[src/design/hbk_pkg.sv]
// ============================================================================
// hbk_pkg
// Shared types, constants and usage translation for the boot keyboard
// event generator.
// ============================================================================
`default_nettype none

package hbk_pkg;

  // Usage slots in one boot report
  localparam int unsigned KEY_SLOTS = 6;

  // Event positions: three modifier groups, a down/press pair per new slot,
  // one up per released slot
  localparam int unsigned NUM_MOD_GROUPS = 3;
  localparam int unsigned NUM_EV = NUM_MOD_GROUPS + 3 * KEY_SLOTS;
  localparam int unsigned NEW_BASE = NUM_MOD_GROUPS;
  localparam int unsigned REL_BASE = NUM_MOD_GROUPS + 2 * KEY_SLOTS;

  // Default depth of the job queue between front and back
  localparam int unsigned QUEUE_DEPTH = 2;

  typedef enum logic [1:0] {
    KIND_DOWN  = 2'd0,
    KIND_UP    = 2'd1,
    KIND_PRESS = 2'd2
  } kind_e;

  // Modifier groups in event order: shift, ctrl, alt (left and right merged)
  localparam logic [7:0] GROUP_MASK [NUM_MOD_GROUPS] = '{8'h22, 8'h11, 8'h44};
  localparam logic signed [8:0] GROUP_CODE [NUM_MOD_GROUPS] = '{9'sd16, 9'sd17, 9'sd18};

  localparam logic signed [8:0] NO_CODE = -9'sd1;

  // Codes for usages 0x28 to 0x67
  localparam logic signed [8:0] MID_CODES [64] = '{
    9'sd13,  9'sd27,  9'sd8,   9'sd9,   9'sd32,  9'sd189, 9'sd61,  9'sd219,
    9'sd221, 9'sd220, NO_CODE, 9'sd59,  9'sd222, 9'sd192, 9'sd188, 9'sd190,
    9'sd191, 9'sd7,   9'sd112, 9'sd113, 9'sd114, 9'sd115, 9'sd116, 9'sd117,
    9'sd118, 9'sd119, 9'sd120, 9'sd121, 9'sd122, 9'sd123, NO_CODE, NO_CODE,
    NO_CODE, 9'sd45,  9'sd36,  9'sd33,  9'sd46,  9'sd35,  9'sd34,  9'sd39,
    9'sd37,  9'sd40,  9'sd38,  NO_CODE, 9'sd191, NO_CODE, 9'sd189, NO_CODE,
    9'sd13,  9'sd49,  9'sd50,  9'sd51,  9'sd52,  9'sd53,  9'sd54,  9'sd55,
    9'sd56,  9'sd57,  9'sd48,  9'sd190, NO_CODE, NO_CODE, NO_CODE, 9'sd61
  };

  // Codes for usages 0xE0 to 0xE7
  localparam logic signed [8:0] MOD_CODES [8] = '{
    9'sd17, 9'sd16, 9'sd18, 9'sd19, 9'sd17, 9'sd16, 9'sd18, 9'sd19
  };

  // One classified report, handed from front to back
  typedef struct packed {
    logic [NUM_MOD_GROUPS-1:0] mod_up;    // group was held, edge means release
    logic [NUM_EV-1:0]         ev_mask;   // pending event positions
    logic [KEY_SLOTS-1:0][7:0] cur_keys;  // usages of this report
    logic [KEY_SLOTS-1:0][7:0] prev_keys; // usages of the report before
  } job_t;

  // HID usage to key code
  function automatic logic signed [8:0] translate(input logic [7:0] u);
    logic signed [8:0] c;
    logic [7:0]        off;
    c   = NO_CODE;
    off = u - 8'h28;
    if (u >= 8'h04 && u <= 8'h1D) begin
      c = $signed({1'b0, u}) + 9'sd61;        // letters
    end else if (u >= 8'h1E && u <= 8'h26) begin
      c = $signed({1'b0, u}) + 9'sd19;        // digits 1..9
    end else if (u == 8'h27) begin
      c = 9'sd48;                             // digit 0
    end else if (u >= 8'h28 && u <= 8'h67) begin
      c = MID_CODES[off[5:0]];
    end else if (u == 8'h9E) begin
      c = 9'sd13;
    end else if (u >= 8'hE0 && u <= 8'hE7) begin
      c = MOD_CODES[u[2:0]];
    end
    return c;
  endfunction

endpackage

`default_nettype wire

[src/design/hbk_front.sv]
// ============================================================================
// hbk_front
// Takes reports, compares them with the report kept from the beat before and
// pushes the resulting event mask into the job queue.
// ============================================================================
`default_nettype none

module hbk_front (
  input  wire logic                                  clk_i,
  input  wire logic                                  rst_ni,
  input  wire logic                                  valid_i,
  output logic                                       ready_o,
  input  wire logic [7:0]                            mods_i,
  input  wire logic [hbk_pkg::KEY_SLOTS-1:0][7:0]    keys_i,
  input  wire logic                                  full_i,
  output logic                                       push_o,
  output hbk_pkg::job_t                              job_o
);

  localparam int unsigned K = hbk_pkg::KEY_SLOTS;

  logic [7:0]          prev_mods_q;
  logic [K-1:0][7:0]   prev_keys_q;
  logic [K-1:0]        new_hit, old_hit;
  logic                accept;

  assign ready_o = !full_i;
  assign accept  = valid_i && ready_o;

  // Membership of each slot in the other report
  always_comb begin
    new_hit = '0;
    old_hit = '0;
    for (int i = 0; i < K; i++) begin
      for (int j = 0; j < K; j++) begin
        if (keys_i[i] == prev_keys_q[j]) new_hit[i] = 1'b1;
        if (prev_keys_q[i] == keys_i[j]) old_hit[i] = 1'b1;
      end
    end
  end

  // Classify: modifier edges, new slots, released slots
  always_comb begin
    job_o.ev_mask   = '0;
    job_o.mod_up    = '0;
    job_o.cur_keys  = keys_i;
    job_o.prev_keys = prev_keys_q;
    for (int g = 0; g < hbk_pkg::NUM_MOD_GROUPS; g++) begin
      job_o.mod_up[g]  = |(prev_mods_q & hbk_pkg::GROUP_MASK[g]);
      job_o.ev_mask[g] = job_o.mod_up[g] ^ (|(mods_i & hbk_pkg::GROUP_MASK[g]));
    end
    for (int i = 0; i < K; i++) begin
      job_o.ev_mask[hbk_pkg::NEW_BASE + 2*i]     = (keys_i[i] != 8'd0) && !new_hit[i];
      job_o.ev_mask[hbk_pkg::NEW_BASE + 2*i + 1] = (keys_i[i] != 8'd0) && !new_hit[i];
      job_o.ev_mask[hbk_pkg::REL_BASE + i]       = (prev_keys_q[i] != 8'd0) && !old_hit[i];
    end
  end

  // A report without any change leaves nothing to queue
  assign push_o = accept && (|job_o.ev_mask);

  // Previous report
  always_ff @(posedge clk_i or negedge rst_ni) begin
    if (!rst_ni) begin
      prev_mods_q <= '0;
      prev_keys_q <= '0;
    end else if (accept) begin
      prev_mods_q <= mods_i;
      prev_keys_q <= keys_i;
    end
  end

endmodule

`default_nettype wire

[src/design/hbk_fifo.sv]
// ============================================================================
// hbk_fifo
// Short job queue that decouples report intake from event output.
// ============================================================================
`default_nettype none

module hbk_fifo #(
  parameter int unsigned Depth = hbk_pkg::QUEUE_DEPTH
) (
  input  wire logic          clk_i,
  input  wire logic          rst_ni,
  input  wire logic          push_i,
  input  hbk_pkg::job_t      data_i,
  output logic               full_o,
  output logic               valid_o,
  input  wire logic          pop_i,
  output hbk_pkg::job_t      data_o
);

  localparam int unsigned AW = (Depth > 1) ? $clog2(Depth) : 1;
  localparam int unsigned CW = $clog2(Depth + 1);

  hbk_pkg::job_t  mem_q [Depth];
  logic [AW-1:0]  wr_ptr_q, rd_ptr_q;
  logic [CW-1:0]  count_q;

  assign full_o  = (count_q == CW'(Depth));
  assign valid_o = (count_q != '0);
  assign data_o  = mem_q[rd_ptr_q];

  // Storage
  always_ff @(posedge clk_i) begin
    if (push_i) mem_q[wr_ptr_q] <= data_i;
  end

  // Pointers and fill level
  always_ff @(posedge clk_i or negedge rst_ni) begin
    if (!rst_ni) begin
      wr_ptr_q <= '0;
      rd_ptr_q <= '0;
      count_q  <= '0;
    end else begin
      if (push_i) begin
        wr_ptr_q <= (wr_ptr_q == AW'(Depth - 1)) ? '0 : wr_ptr_q + 1'b1;
      end
      if (pop_i) begin
        rd_ptr_q <= (rd_ptr_q == AW'(Depth - 1)) ? '0 : rd_ptr_q + 1'b1;
      end
      if (push_i && !pop_i) count_q <= count_q + 1'b1;
      else if (!push_i && pop_i) count_q <= count_q - 1'b1;
    end
  end

  // Checks
  a_no_overflow : assert property (@(posedge clk_i) disable iff (!rst_ni)
    push_i |-> (!full_o || pop_i))
    else $error("job queue written while full");

  a_no_underflow : assert property (@(posedge clk_i) disable iff (!rst_ni)
    pop_i |-> valid_o)
    else $error("job queue read while empty");

endmodule

`default_nettype wire

[src/design/hbk_back.sv]
// ============================================================================
// hbk_back
// Walks the pending event mask of one job, lowest position first, and puts
// one translated event per beat into the output register.
// ============================================================================
`default_nettype none

module hbk_back (
  input  wire logic           clk_i,
  input  wire logic           rst_ni,
  input  wire logic           job_valid_i,
  input  hbk_pkg::job_t       job_i,
  output logic                pop_o,
  output logic                valid_o,
  input  wire logic           ready_i,
  output logic [1:0]          kind_o,
  output logic signed [8:0]   code_o,
  output logic                last_o
);

  localparam int unsigned K  = hbk_pkg::KEY_SLOTS;
  localparam int unsigned NE = hbk_pkg::NUM_EV;
  localparam int unsigned NG = hbk_pkg::NUM_MOD_GROUPS;

  logic [NE-1:0]        mask_q;
  logic [NG-1:0]        mod_up_q;
  logic [K-1:0][7:0]    cur_q, prev_q;

  logic                 found;
  logic [NE-1:0]        clr, rest;
  hbk_pkg::kind_e       sel_kind;
  logic [7:0]           sel_usage;
  logic                 sel_mod;
  logic signed [8:0]    sel_mod_code;
  logic signed [8:0]    code_d;
  logic                 busy, emit;

  logic                 out_valid_q;
  hbk_pkg::kind_e       kind_q;
  logic signed [8:0]    code_q;
  logic                 last_q;

  // Pick the lowest pending position
  always_comb begin
    found        = 1'b0;
    clr          = '0;
    sel_kind     = hbk_pkg::KIND_DOWN;
    sel_usage    = '0;
    sel_mod      = 1'b0;
    sel_mod_code = '0;
    for (int g = 0; g < NG; g++) begin
      if (!found && mask_q[g]) begin
        found        = 1'b1;
        clr[g]       = 1'b1;
        sel_mod      = 1'b1;
        sel_kind     = mod_up_q[g] ? hbk_pkg::KIND_UP : hbk_pkg::KIND_DOWN;
        sel_mod_code = hbk_pkg::GROUP_CODE[g];
      end
    end
    for (int i = 0; i < K; i++) begin
      for (int p = 0; p < 2; p++) begin
        if (!found && mask_q[hbk_pkg::NEW_BASE + 2*i + p]) begin
          found = 1'b1;
          clr[hbk_pkg::NEW_BASE + 2*i + p] = 1'b1;
          sel_kind  = (p == 1) ? hbk_pkg::KIND_PRESS : hbk_pkg::KIND_DOWN;
          sel_usage = cur_q[i];
        end
      end
    end
    for (int i = 0; i < K; i++) begin
      if (!found && mask_q[hbk_pkg::REL_BASE + i]) begin
        found = 1'b1;
        clr[hbk_pkg::REL_BASE + i] = 1'b1;
        sel_kind  = hbk_pkg::KIND_UP;
        sel_usage = prev_q[i];
      end
    end
  end

  assign rest   = mask_q & ~clr;
  assign code_d = sel_mod ? sel_mod_code : hbk_pkg::translate(sel_usage);

  // Load a new job only once the current one is drained
  assign busy  = |mask_q;
  assign pop_o = !busy && job_valid_i;
  assign emit  = busy && (!out_valid_q || ready_i);

  // Job state
  always_ff @(posedge clk_i or negedge rst_ni) begin
    if (!rst_ni) begin
      mask_q <= '0;
    end else if (pop_o) begin
      mask_q <= job_i.ev_mask;
    end else if (emit) begin
      mask_q <= rest;
    end
  end

  always_ff @(posedge clk_i) begin
    if (pop_o) begin
      mod_up_q <= job_i.mod_up;
      cur_q    <= job_i.cur_keys;
      prev_q   <= job_i.prev_keys;
    end
  end

  // Output register
  always_ff @(posedge clk_i or negedge rst_ni) begin
    if (!rst_ni) begin
      out_valid_q <= 1'b0;
    end else if (emit) begin
      out_valid_q <= 1'b1;
    end else if (ready_i) begin
      out_valid_q <= 1'b0;
    end
  end

  always_ff @(posedge clk_i) begin
    if (emit) begin
      kind_q <= sel_kind;
      code_q <= code_d;
      last_q <= (rest == '0);
    end
  end

  assign valid_o = out_valid_q;
  assign kind_o  = kind_q;
  assign code_o  = code_q;
  assign last_o  = last_q;

  // Checks
  a_emit_has_pick : assert property (@(posedge clk_i) disable iff (!rst_ni)
    emit |-> (found && $onehot(clr)))
    else $error("event emitted without a pending position");

  a_last_on_drain : assert property (@(posedge clk_i) disable iff (!rst_ni)
    (emit && (rest == '0)) |=> (valid_o && last_o && !busy))
    else $error("final event of a job not marked");

endmodule

`default_nettype wire

[src/design/hid_boot_keyboard_event_gen.sv]
// ============================================================================
// hid_boot_keyboard_event_gen
// Turns successive USB HID boot keyboard reports into ordered key events.
// ============================================================================
// Input channel (in_valid_i / in_ready_o): one boot report per beat, the
// modifier byte and six usage slots. Output channel (out_valid_o /
// out_ready_i): one key event per beat with its kind, translated code and a
// flag on the final event of its report. A report equal to the one before
// gives no events at all.
// Path: an accepted report goes through the job queue and the back end's job
// register (once the back end is free) to the output register.
// Throughput: within a report the back end gives one event per cycle while
// out_ready_i is high, and it loads a report only after the one before is
// drained. The front end takes a report per cycle while the job queue
// (QueueDepth entries) has room.
// Reset: the kept report is cleared to no modifiers and no keys held; queue
// and output register are emptied.
// Stall: while out_ready_i is low the event register holds; the queue fills
// and then in_ready_o drops.
// ============================================================================
`default_nettype none

module hid_boot_keyboard_event_gen #(
  parameter int unsigned QueueDepth = hbk_pkg::QUEUE_DEPTH
) (
  input  wire logic                clk_i,
  input  wire logic                rst_ni,
  input  wire logic                in_valid_i,
  output logic                     in_ready_o,
  input  wire logic [7:0]          modifier_bits_i,
  input  wire logic [7:0]          key_slot_0_i,
  input  wire logic [7:0]          key_slot_1_i,
  input  wire logic [7:0]          key_slot_2_i,
  input  wire logic [7:0]          key_slot_3_i,
  input  wire logic [7:0]          key_slot_4_i,
  input  wire logic [7:0]          key_slot_5_i,
  output logic                     out_valid_o,
  input  wire logic                out_ready_i,
  output logic [1:0]               event_kind_o,
  output logic signed [8:0]        event_code_o,
  output logic                     last_event_o
);

  logic [hbk_pkg::KEY_SLOTS-1:0][7:0] keys;
  hbk_pkg::job_t                      push_job, head_job;
  logic                               push, full, head_valid, pop;

  assign keys = {key_slot_5_i, key_slot_4_i, key_slot_3_i,
                 key_slot_2_i, key_slot_1_i, key_slot_0_i};

  // Intake and classification
  hbk_front u_front (
    .clk_i   (clk_i),
    .rst_ni  (rst_ni),
    .valid_i (in_valid_i),
    .ready_o (in_ready_o),
    .mods_i  (modifier_bits_i),
    .keys_i  (keys),
    .full_i  (full),
    .push_o  (push),
    .job_o   (push_job)
  );

  // Job queue
  hbk_fifo #(
    .Depth (QueueDepth)
  ) u_fifo (
    .clk_i   (clk_i),
    .rst_ni  (rst_ni),
    .push_i  (push),
    .data_i  (push_job),
    .full_o  (full),
    .valid_o (head_valid),
    .pop_i   (pop),
    .data_o  (head_job)
  );

  // Event serializer
  hbk_back u_back (
    .clk_i       (clk_i),
    .rst_ni      (rst_ni),
    .job_valid_i (head_valid),
    .job_i       (head_job),
    .pop_o       (pop),
    .valid_o     (out_valid_o),
    .ready_i     (out_ready_i),
    .kind_o      (event_kind_o),
    .code_o      (event_code_o),
    .last_o      (last_event_o)
  );

endmodule

`default_nettype wire

[config.mk]
export PLATFORM = sky130hd
export DESIGN_NAME = hid_boot_keyboard_event_gen
export DESIGN_NICKNAME = d
export VERILOG_FILES = /design/src/design/hbk_pkg.sv /design/src/design/hbk_front.sv /design/src/design/hbk_fifo.sv /design/src/design/hbk_back.sv /design/src/design/hid_boot_keyboard_event_gen.sv
export SDC_FILE = /design/constraint.sdc
export NUM_CORES = 1
export LEC_CHECK = 0
export ABC_AREA = 0
export BUFFER_PORTS_ARGS = -buffer_cell sky130_fd_sc_hd__buf_2
export CAP_MARGIN = 0
export CORE_AREA = 2 2 237 239
export DETAILED_ROUTE_END_ITERATION = 10
export DIE_AREA = 0 0 239 241
export PLACE_DENSITY = 0.55
export SLEW_MARGIN = 15
export SYNTH_ARGS = -nofsm -noshare
export SYNTH_HDL_FRONTEND = slang
export SYNTH_SLANG_ARGS = --single-unit
export TNS_END_PERCENT = 1
[constraint.sdc]
create_clock -name clk_i -period 18.6 [get_ports clk_i]
set_input_delay 3.72 -clock clk_i [delete_from_list [all_inputs] [get_ports clk_i]]
set_output_delay 3.72 -clock clk_i [all_outputs]
set_load 0.02 [all_outputs]
==> metrics.cfg, run 1 <==
[route]
firstDrtPassIters = 7
num_vias = 14500
vias_per_cell = 5.87
post-route-drc-count = 0
first_iter_violations = 1574
ant_nets = 0
wire_per_inst_um = 27.0
wl_mm = 66.9

[power]
power_density_mw_per_mm2 = 214
peakVddDrop_v = 0.000165
p_leak_uw = 0.00813

[clock_network]
clk_path_buf_depth = 3
cts.reportedPaths.clkPinSlew_ps = 60
post_cts_resized = 0
cts_post_setup_buffers_inserted = 0
root_buffer = clkbuf_16
cts_tree = done
cts_sinks = 419
cts_hold_buf = 0
htreeDepth = 2
clk_latency_ps = 590
cts_buffers = 46

[sta]
fmax_ghz = 0.124
setup_viol = 0
max_slew.worst_pin.slew_ps = 1240
slew_violations = 0
period_minus_slack_ps = 8080
rsz0062_at_grt = no
hold_violations = 0
final.period_utilization = 0.434
relSlewSlack = 0.164
skew_ps = 21.9
finalSetupTns_ps = 0

[grt]
grt_pass1_wl_mm = 97.1
grt.overflow.total = 0
grt_use_total = 0.232
grt_antenna_before_repair = 2
grt_max_degree = 72
grt_pass1_vias = 14200

[synthesis]
ys_ff_latch = 419
yosysWarnings = 0
syn_avg_cell_area_um2 = 12.4
syn_area_mm2 = 0.0217
syn_inst = 1760
synthFlopType = edfxtp_1
synth_nets = 1843
synth_edf_count = 339
seq_area_frac_synth = 0.560
async_reset_ff_frac = 0.191
synth_cell_type_count = 83

[die]
die_area_mm2 = 0.0576
chipHeight_um = 241
ios = 74
start_util = 0.396
row_count = 86
die_w_um = 239
coreArea_mm2 = 0.0549

[layout]
layout_commonest_cell = edfxtp_1
area_growth_pct = 10.8
postLayoutCellArea_mm2 = 0.0241
nets = 1818
layout-drive-gt1-share = 0.202
final_cell_mix = 339 x edfxtp_1, 185 x xnor2_1, 155 x mux2_2, 115 x xor2_1, 86 x nor2_1

[outcome]
status = complete, no violations

[min_path]
min_to = u_front.prev_mods_q[0]$_DFFE_PN0P_
holdCritStartpoint = u_front.prev_mods_q[0]$_DFFE_PN0P_
hold-path-cell-count = 1
hp-class = reg -> reg

[setup_path]
timing.rr.end = u_back.code_o[1]$_DFFE_PP_
reg2reg_setup_slack_ps = 12970
arrival_ps = 8280
reg2reg_depth = 13
criticalPathCategory = in -> reg
start_kind = primary input
cp-end-kind = flop
required_ps = 18800
path_max_fanout = 71
r2r_start = u_back.mask_q[6]$_DFFE_PN0P_

[placed_design]
post-dp-hpwl_mm = 45.2
placed_area_mm2 = 0.0225
gp_congestion = 0.898
numPortBuffers = 71

[job]
cap_violations = 0

[worst max path at each step]
stage / from / to / slack (ps)
after floorplan: key_slot_4_i[1] / u_fifo.mem_q[0][0]$_DFFE_PP_ / 7540
after global placement: key_slot_4_i[1] / u_fifo.mem_q[0][56]$_DFFE_PP_ / 9910
after detailed placement: key_slot_4_i[1] / u_fifo.mem_q[0][67]$_DFFE_PP_ / 9870
after CTS: key_slot_4_i[1] / u_fifo.mem_q[0][76]$_DFFE_PP_ / 10470
after global routing: key_slot_4_i[1] / u_fifo.mem_q[0][1]$_DFFE_PP_ / 10280
final: key_slot_4_i[1] / u_fifo.mem_q[0][73]$_DFFE_PP_ / 10520
[kinds of logic (layout without fill, tap and decap cells)]
kind of cell | Yosys count | count (layout) | share of synthesized area
DFF | 419 | 419 | 0.560
muxes | 180 | 180 | 0.0918
and+or+nand+nor | 400 | 400 | 0.0988
buffers and inverters | 184 | 197 | 0.0341
adders and majority gates | 28 | 28 | 0.0155
other | 0 | 1 | 0
xor gates and xnor gates | 300 | 300 | 0.121
AOI/OAI and AO/OA | 249 | 249 | 0.0786
[synthesized netlist by cell type (all sizes together), types with 14 or more instances]
master | n | share of area
a211oi | 14 | 0.0051
clkbuf | 105 | 0.018
inv | 20 | 0.0035
nand2 | 72 | 0.012
buf | 58 | 0.012
a21oi | 46 | 0.011
a31oi | 16 | 0.0046
nand3 | 32 | 0.0074
mux2 | 155 | 0.080
nand4 | 51 | 0.015
edfxtp | 339 | 0.47
nor4 | 74 | 0.024
xor2 | 115 | 0.046
nor3 | 26 | 0.0070
xnor2 | 185 | 0.075
mux2i | 25 | 0.012
ha | 23 | 0.013
o21ai | 60 | 0.014
nor2 | 87 | 0.015
dfrtp | 80 | 0.092
[worst max-delay path, cell delays in order]
cell and delay, ps:
buf_2 430, xnor2_1 140, nand4_1 120, nor2_1 80, or4_1 540, nor3_1 670
nor4_1 270, a31oi_1 440, nor2b_4 380, buf_4 500, buf_4 860
[metrics by stage]
step,power (µW),hold slack (ps),setup WS (ps),util,std cells
after floorplan,3460,440,7540,-,1760
after global placement,4170,482,9910,0.410,2391
after detailed placement,4180,484,9870,0.410,2391
after CTS,5150,497,10470,0.439,2477
after global routing,5440,516,10280,0.439,2477
final,5150,496,10520,0.439,2478
[cell type report]
cell class,count,area [µm²]
diodes,1,2.50
clock buffers,62,1260
clock inverters,24,337
fillers,5038,30800
inverters,21,81.3
multi-input cells,1157,8830
flip-flops and latches,419,12200
well taps,704,881
repair buffers,90,500
[power breakdown]
part / switching (µW) / internal, µW / leakage, µW
registers: 342 / 1380 / 0.00403
clock network: 377 / 577 / 0.000781
logic: 1550 / 925 / 0.00331
[flip-flops by register name, summed over array words and instances, names as in the netlist]
signal and count:
u_back.prev_q 48, u_front.prev_mods_q 6, u_back.mask_q 21, u_back.mod_up_q 3, u_back.valid_o 1, u_back.cur_q 48
u_front.job_o 48, u_back.kind_o 2, u_fifo.count_q 2, u_fifo.mem_q 228, u_back.last_o 1, u_fifo.wr_ptr_q 1
u_back.code_o 9, u_fifo.rd_ptr_q 1
[metal layers]
metal	routed length, µm	track usage	part of all wire	up-vias
li1	-	-	-	6456
met1	28700	0.316	0.43	7280
met2	30600	0.368	0.46	663
met3	5220	0.0483	0.078	140
met4	2380	0.0848	0.036	2
met5	8	0	0.00012	-
(Power assumes the default switching activity.)
==> run 2, diff against run 1 <==
==> constraint.sdc (replaced) <==
create_clock -name clk_i -period 8.4 [get_ports clk_i]
set_input_delay 1.68 -clock clk_i [delete_from_list [all_inputs] [get_ports clk_i]]
set_output_delay 1.68 -clock clk_i [all_outputs]
set_load 0.02 [all_outputs]
==> run 2 against run 1 <==
Net effect: core utilization is 0.24 points lower; total power up 120%; flip-flop and latch count unchanged; critical endpoint is now u_back.code_o[5]$_SDFFCE_PP0P_.
==> metrics.cfg, run 2 (synthesis results as in run 1) <==
[outcome]
status = complete, no violations  ; unchanged

[layout]
layout-drive-gt1-share = 0.201  ; was 0.202
final_cells = 2478  ; unchanged
nets = 1819  ; was 1818
area_growth_pct = 10.1  ; was 10.8%
layout_commonest_cell = edfxtp_1  ; unchanged
final_cell_mix = 339 x edfxtp_1, 185 x xnor2_1, 155 x mux2_2, 115 x xor2_1, 86 x nor2_1  ; unchanged
top_register = u_fifo.mem_q  ; unchanged
largest_reg_flops = 228  ; unchanged
fillCellCount = 5031  ; was 5038

[die]
die_w_um = 239  ; unchanged
chipHeight_um = 241  ; unchanged
row_count = 86  ; unchanged
die_area_mm2 = 0.0576  ; unchanged
start_util = 0.396  ; unchanged
coreArea_mm2 = 0.0549  ; unchanged
ios = 74  ; unchanged

[clock_network]
htreeDepth = 2  ; unchanged
cts.reportedPaths.clkPinSlew_ps = 60  ; about the same
cts_post_setup_buffers_inserted = 0  ; unchanged
post_cts_resized = 0  ; unchanged
cts_sinks = 419  ; unchanged
cts_buffers = 45  ; was 46
cts_tree = done  ; unchanged
clk_path_buf_depth = 3  ; unchanged
root_buffer = clkbuf_16  ; unchanged
clk_latency_ps = 590  ; about the same
cts_hold_buf = 0  ; unchanged

[placed_design]
gp_congestion = 0.913  ; was 0.898
dp.cells = 2393  ; was 2391
dpl_worst_slack_ps = 2440  ; was 9870 ps
post-dp-hpwl_mm = 45.3  ; was 45.2 mm
numPortBuffers = 71  ; unchanged

[power]
p_leak_uw = 0.00806  ; was 0.00813 µW
power_density_mw_per_mm2 = 471  ; was 214 mW/mm²
peakVddDrop_v = 0.000311  ; was 0.000165 V

[sta]
skew_ps = 43.7  ; was 21.9 ps
fmax_ghz = 0.177
fin_ws_ps = 2750  ; was 10520 ps
relSlewSlack = 0.169  ; was 0.164
max_slew.worst_pin.slew_ps = 1240  ; about the same
slew_violations = 0  ; unchanged
final.period_utilization = 0.673
hold_violations = 0  ; unchanged
setup_viol = 0  ; unchanged
period_minus_slack_ps = 5650
rsz0062_at_grt = no  ; unchanged
finalSetupTns_ps = 0  ; unchanged

[job]
cap_violations = 0  ; unchanged

[min_path]
hp-class = reg -> reg  ; unchanged

[route]
ant_nets = 0  ; unchanged
wire_per_inst_um = 27.0  ; about the same
first_iter_violations = 1584  ; was 1574
post-route-drc-count = 0  ; unchanged
vias_per_cell = 5.85  ; was 5.87
firstDrtPassIters = 5  ; was 7
num_vias = 14500  ; about the same
wl_mm = 66.8  ; was 66.9 mm

[grt]
grt_use_total = 0.234  ; was 0.232
grt.overflow.total = 0  ; unchanged
grt_pass1_vias = 14200  ; about the same
grt_pass1_wl_mm = 98.0  ; was 97.1 mm
grt_antenna_before_repair = 1  ; was 2
grt_max_degree = 63  ; was 72

[setup_path]
criticalPathCategory = reg -> reg  ; was in -> reg
arrival_ps = 5940  ; was 8280 ps
cp-end-kind = flop  ; unchanged
required_ps = 8690  ; was 18800 ps
path_max_fanout = 21  ; was 71
start_kind = flop  ; was primary input

-- run 2: where the power goes --
part	total, µW	internal, µW	switching (µW)
combinational	5530	2070	3460
clock	1920	1090	830
sequential	3820	3050	762
-- run 2: path summary, 6_finish.rpt --
check	from	end	slack, ps	depth (start not counted)
setup / recovery	u_back.mask_q[6]$_DFFE_PN0P_	u_back.code_o[5]$_SDFFCE_PP0P_	2750	12
hold / removal	u_front.prev_mods_q[5]$_DFFE_PN0P_	u_front.prev_mods_q[5]$_DFFE_PN0P_	500	1
setup reg to reg	u_back.mask_q[6]$_DFFE_PN0P_	u_back.code_o[5]$_SDFFCE_PP0P_	2750	12
hold reg to reg	u_front.prev_mods_q[5]$_DFFE_PN0P_	u_front.prev_mods_q[5]$_DFFE_PN0P_	500	1
max in group asynchronous	rst_ni	u_front.job_o[25]$_DFFE_PN0P_	6200	2
min in group asynchronous	rst_ni	u_fifo.wr_ptr_q$_DFFE_PN0P_	1050	1
-- run 2: metal layers --
| metal | wire length (µm) | vias up | global-route usage |
|---|---|---|---|
| li1 | - | 6439 | - |
| met1 | 28400 | 7336 | 0.315 |
| met2 | 31100 | 581 | 0.375 |
| met3 | 4960 | 138 | 0.0455 |
| met4 | 2380 | 2 | 0.0858 |
| met5 | 13 | - | 0 |
-- run 2: through the flow --
step / hold slack (ps) / util / total power [µW] / instance area [µm²]
2_1_floorplan: 440 / - / 7650 / 21700
3_3_place_gp: 482 / 0.410 / 9270 / 22500
3_5_place_dp: 490 / 0.410 / 9320 / 22500
4_1_cts: 503 / 0.436 / 11300 / 23900
5_1_grt: 519 / 0.436 / 11900 / 23900
6_report: 501 / 0.436 / 11300 / 23900
-- run 2: final cells by class --
cell class,count,area [µm²],share of cell area
sequential,419,12200,0.509
multi-input combinational,1157,8830,0.369
clock buffer,56,1180,0.0492
antenna,1,2.50,0.000105
inverter,21,81.3,0.00340
timing repair buffer,92,541,0.0226
clock inverter,28,246,0.0103
tap,704,881,0.0368
-- run 2: worst max-delay path, stage by stage, from the launching register on --
cell	delay, ps
dfrtp_1	550
nor4_4	670
nand4_2	460
nor3_1	550
nand2_1	240
a22o_1	300
nor2_1	410
ha_1	700
clkinv_1	510
a211oi_1	440
o221ai_1	190
a21oi_1	190
o22ai_1	140
==> run 3, diff against run 2 <==
--- a/config.mk
+++ b/config.mk
@@ -11,7 +11,7 @@
 export CORE_AREA = 2 2 237 239
 export DETAILED_ROUTE_END_ITERATION = 10
 export DIE_AREA = 0 0 239 241
-export PLACE_DENSITY = 0.55
+export PLACE_DENSITY = 0.57
 export SLEW_MARGIN = 15
 export SYNTH_ARGS = -nofsm -noshare
 export SYNTH_HDL_FRONTEND = slang
==> constraint.sdc (replaced) <==
create_clock -name clk_i -period 5.1 [get_ports clk_i]
set_input_delay 1.02 -clock clk_i [delete_from_list [all_inputs] [get_ports clk_i]]
set_output_delay 1.02 -clock clk_i [all_outputs]
set_load 0.02 [all_outputs]
==> run 3 against run 2 <==
Net effect: via count is 1.7% higher; clock skew down 18 ps; final cell count increased by 1.4%; core utilization up 0.58 points; worst hold slack got worse by 7.4 ps; routed wire length did not move; sequential share of layout area down 0.67 points; largest power group unchanged; largest cell class unchanged; highest routed layer is now met4; die area unchanged; design area grew 1.3%; critical endpoint is now u_back.code_o[2]$_SDFFCE_PP0P_; clock power grew 65%; non-clock buffer count up 38; register-to-register slack lost 2400 ps.
==> metrics.cfg, run 3 (synthesis results as in run 1) <==
[outcome]
status = complete, no violations  ; unchanged

[placed_design]
numPortBuffers = 71  ; unchanged
post-dp-hpwl_mm = 47.0  ; was 45.3 mm
dp.cells = 2431  ; was 2393
gp_congestion = 0.950  ; was 0.913

[layout]
final_cell_mix = 339 x edfxtp_1, 185 x xnor2_1, 155 x mux2_2, 115 x xor2_1, 86 x nor2_1  ; unchanged
nets = 1857  ; was 1819
area_growth_pct = 11.6  ; was 10.1%
fillCellCount = 5018  ; was 5031
largest_reg_flops = 228  ; unchanged
final_cells = 2513  ; was 2478
layout-drive-gt1-share = 0.218  ; was 0.201
top_register = u_fifo.mem_q  ; unchanged
n_antenna_cell = 0  ; was 1
layout_commonest_cell = edfxtp_1  ; unchanged

[grt]
grt_max_degree = 60  ; was 63
grt.overflow.total = 0  ; unchanged
grt_pass1_vias = 14500  ; was 14200
grt_use_total = 0.234  ; about the same
grt_pass1_wl_mm = 98.7  ; was 98.0 mm
grt_antenna_before_repair = 2  ; was 1

[setup_path]
timing.rr.end = u_back.code_o[2]$_SDFFCE_PP0P_  ; was u_back.code_o[5]$_SDFFCE_PP0P_
arrival_ps = 5130  ; was 5940 ps
crit_path_max_incr_delay_ps = 560  ; was 700 ps
path_max_fanout = 17  ; was 21
cp.depth = 15  ; was 12
critPathTopFamily = compound AO/OA/AOI/OAI gates  ; was simple AND/OR/NAND/NOR gates
reg2reg_depth = 15  ; was 12
crit_slowest_cell = or3_1  ; was ha_1
required_ps = 5520  ; was 8690 ps
criticalPathCategory = reg -> reg  ; unchanged
r2r_start = u_back.mask_q[7]$_DFFE_PN0P_  ; was u_back.mask_q[6]$_DFFE_PN0P_
reg2reg_setup_slack_ps = 400  ; was 2750 ps
path_cells = nor4_4 -> nand3_1 -> or3_1 -> nor2_1 -> a22o_1 -> nor2_1 -> ha_1 -> inv_1 -> nand3_1 -> o211a_1 -> a21oi_1 -> a221oi_1 -> a311oi_1 -> o21ai_0 -> a21oi_1  ; was nor4_4 -> nand4_2 -> nor3_1 -> nand2_1 -> a22o_1 -> nor2_1 -> ha_1 -> clkinv_1 -> a211oi_1 -> o221ai_1 -> a21oi_1 -> o22ai_1
crit_buf_inv = 1  ; unchanged
start_kind = flop  ; unchanged
cp-end-kind = flop  ; unchanged

[clock_network]
post_cts_resized = 0  ; unchanged
cts_hold_buf = 0  ; unchanged
cts.reportedPaths.clkPinSlew_ps = 60  ; about the same
root_buffer = clkbuf_16  ; unchanged
htreeDepth = 2  ; unchanged
cts_sinks = 419  ; unchanged
cts_tree = done  ; unchanged
cts_buffers = 45  ; unchanged
clk_path_buf_depth = 3  ; unchanged
cts_post_setup_buffers_inserted = 0  ; unchanged
clk_latency_ps = 580  ; was 590 ps

[sta]
relSlewSlack = 0.387  ; was 0.169
final.period_utilization = 0.922  ; was 0.673
rsz0062_at_grt = no  ; unchanged
period_minus_slack_ps = 4700  ; was 5650 ps
slew_violations = 0  ; unchanged
skew_ps = 25.6  ; was 43.7 ps
fmax_ghz = 0.213  ; was 0.177 GHz
finalSetupTns_ps = 0  ; unchanged
setup_viol = 0  ; unchanged
max_slew.worst_pin.slew_ps = 916  ; was 1240 ps
hold_violations = 0  ; unchanged

[job]
cap_violations = 0  ; unchanged

[die]
coreArea_mm2 = 0.0549  ; unchanged
row_count = 86  ; unchanged
die_w_um = 239  ; unchanged
ios = 74  ; unchanged
die_area_mm2 = 0.0576  ; unchanged
chipHeight_um = 241  ; unchanged
start_util = 0.396  ; unchanged

[route]
ant_nets = 0  ; unchanged
num_vias = 14700  ; was 14500
wl_mm = 66.8  ; unchanged
post-route-drc-count = 0  ; unchanged
vias_per_cell = 5.87  ; was 5.85
wire_per_inst_um = 26.6  ; was 27.0 µm
firstDrtPassIters = 5  ; unchanged
first_iter_violations = 1539  ; was 1584

[power]
power_density_mw_per_mm2 = 779  ; was 471 mW/mm²
p_leak_uw = 0.00825  ; was 0.00806 µW
peakVddDrop_v = 0.000497  ; was 0.000311 V

[min_path]
hp-class = reg -> reg  ; unchanged
holdCritStartpoint = u_front.prev_mods_q[2]$_DFFE_PN0P_  ; was u_front.prev_mods_q[5]$_DFFE_PN0P_
min_to = u_front.prev_mods_q[2]$_DFFE_PN0P_  ; was u_front.prev_mods_q[5]$_DFFE_PN0P_
hold-path-cell-count = 1  ; unchanged

-- run 3: layout make-up --
| class | instances | area, µm² | area share |
|---|---|---|---|
| inverters | 21 | 81.3 | 0.00335 |
| well taps | 704 | 881 | 0.0363 |
| clock inverters | 30 | 259 | 0.0107 |
| repair buffers | 130 | 863 | 0.0356 |
| multi-input cells | 1157 | 8830 | 0.364 |
| clock buffers | 52 | 1160 | 0.0479 |
| flip-flops and latches | 419 | 12200 | 0.502 |
-- run 3: metal layers --
metal | track usage | share of wire | vias to the layer above
met4 | 0.0708 | 0.029 | 0
met2 | 0.377 | 0.46 | 605
met3 | 0.0380 | 0.071 | 111
met1 | 0.327 | 0.44 | 7485
met5 | 0 | 0 | -
li1 | - | - | 6541
-- run 3: worst max path at each step --
stage,start,to,slack (ps)
3_5_place_dp,key_slot_3_i[7],u_fifo.mem_q[1][71]$_DFFE_PP_,490
3_3_place_gp,key_slot_3_i[7],u_fifo.mem_q[1][56]$_DFFE_PP_,440
2_1_floorplan,key_slot_4_i[1],u_fifo.mem_q[1][0]$_DFFE_PP_,-750
5_1_grt,u_back.mask_q[0]$_DFFE_PN0P_,u_back.code_o[2]$_SDFFCE_PP0P_,110
6_report,u_back.mask_q[7]$_DFFE_PN0P_,u_back.code_o[2]$_SDFFCE_PP0P_,400
4_1_cts,u_back.mask_q[8]$_DFFE_PN0P_,u_back.code_o[5]$_SDFFCE_PP0P_,480
-- run 3: through the flow --
step	cell area, µm²	util	total power (µW)	setup WS [ps]	hold WS (ps)
2_1_floorplan	21700	-	12600	-754	440
3_3_place_gp	22800	0.416	15600	442	482
3_5_place_dp	22800	0.416	15600	485	485
4_1_cts	24300	0.442	18800	482	498
5_1_grt	24300	0.442	20000	106	513
6_report	24300	0.442	18900	396	494
-- run 3: worst register-to-register path, delay by kind of cell, from the launching register on --
family | cells | cell delay, ps
AO/OA/AOI/OAI | 7 | 1860
adder cells (fa/ha/maj) | 1 | 260
buffers and inverters | 1 | 110
flip-flops | 1 | 500
AND/OR/NAND/NOR | 6 | 1830
-- run 3: power by group --
group	total, µW	leakage, µW	switching, µW	internal, µW
Sequential	6260	0.00403	1230	5030
Clock	3170	0.000694	1370	1800
Combinational	9460	0.00353	5790	3670
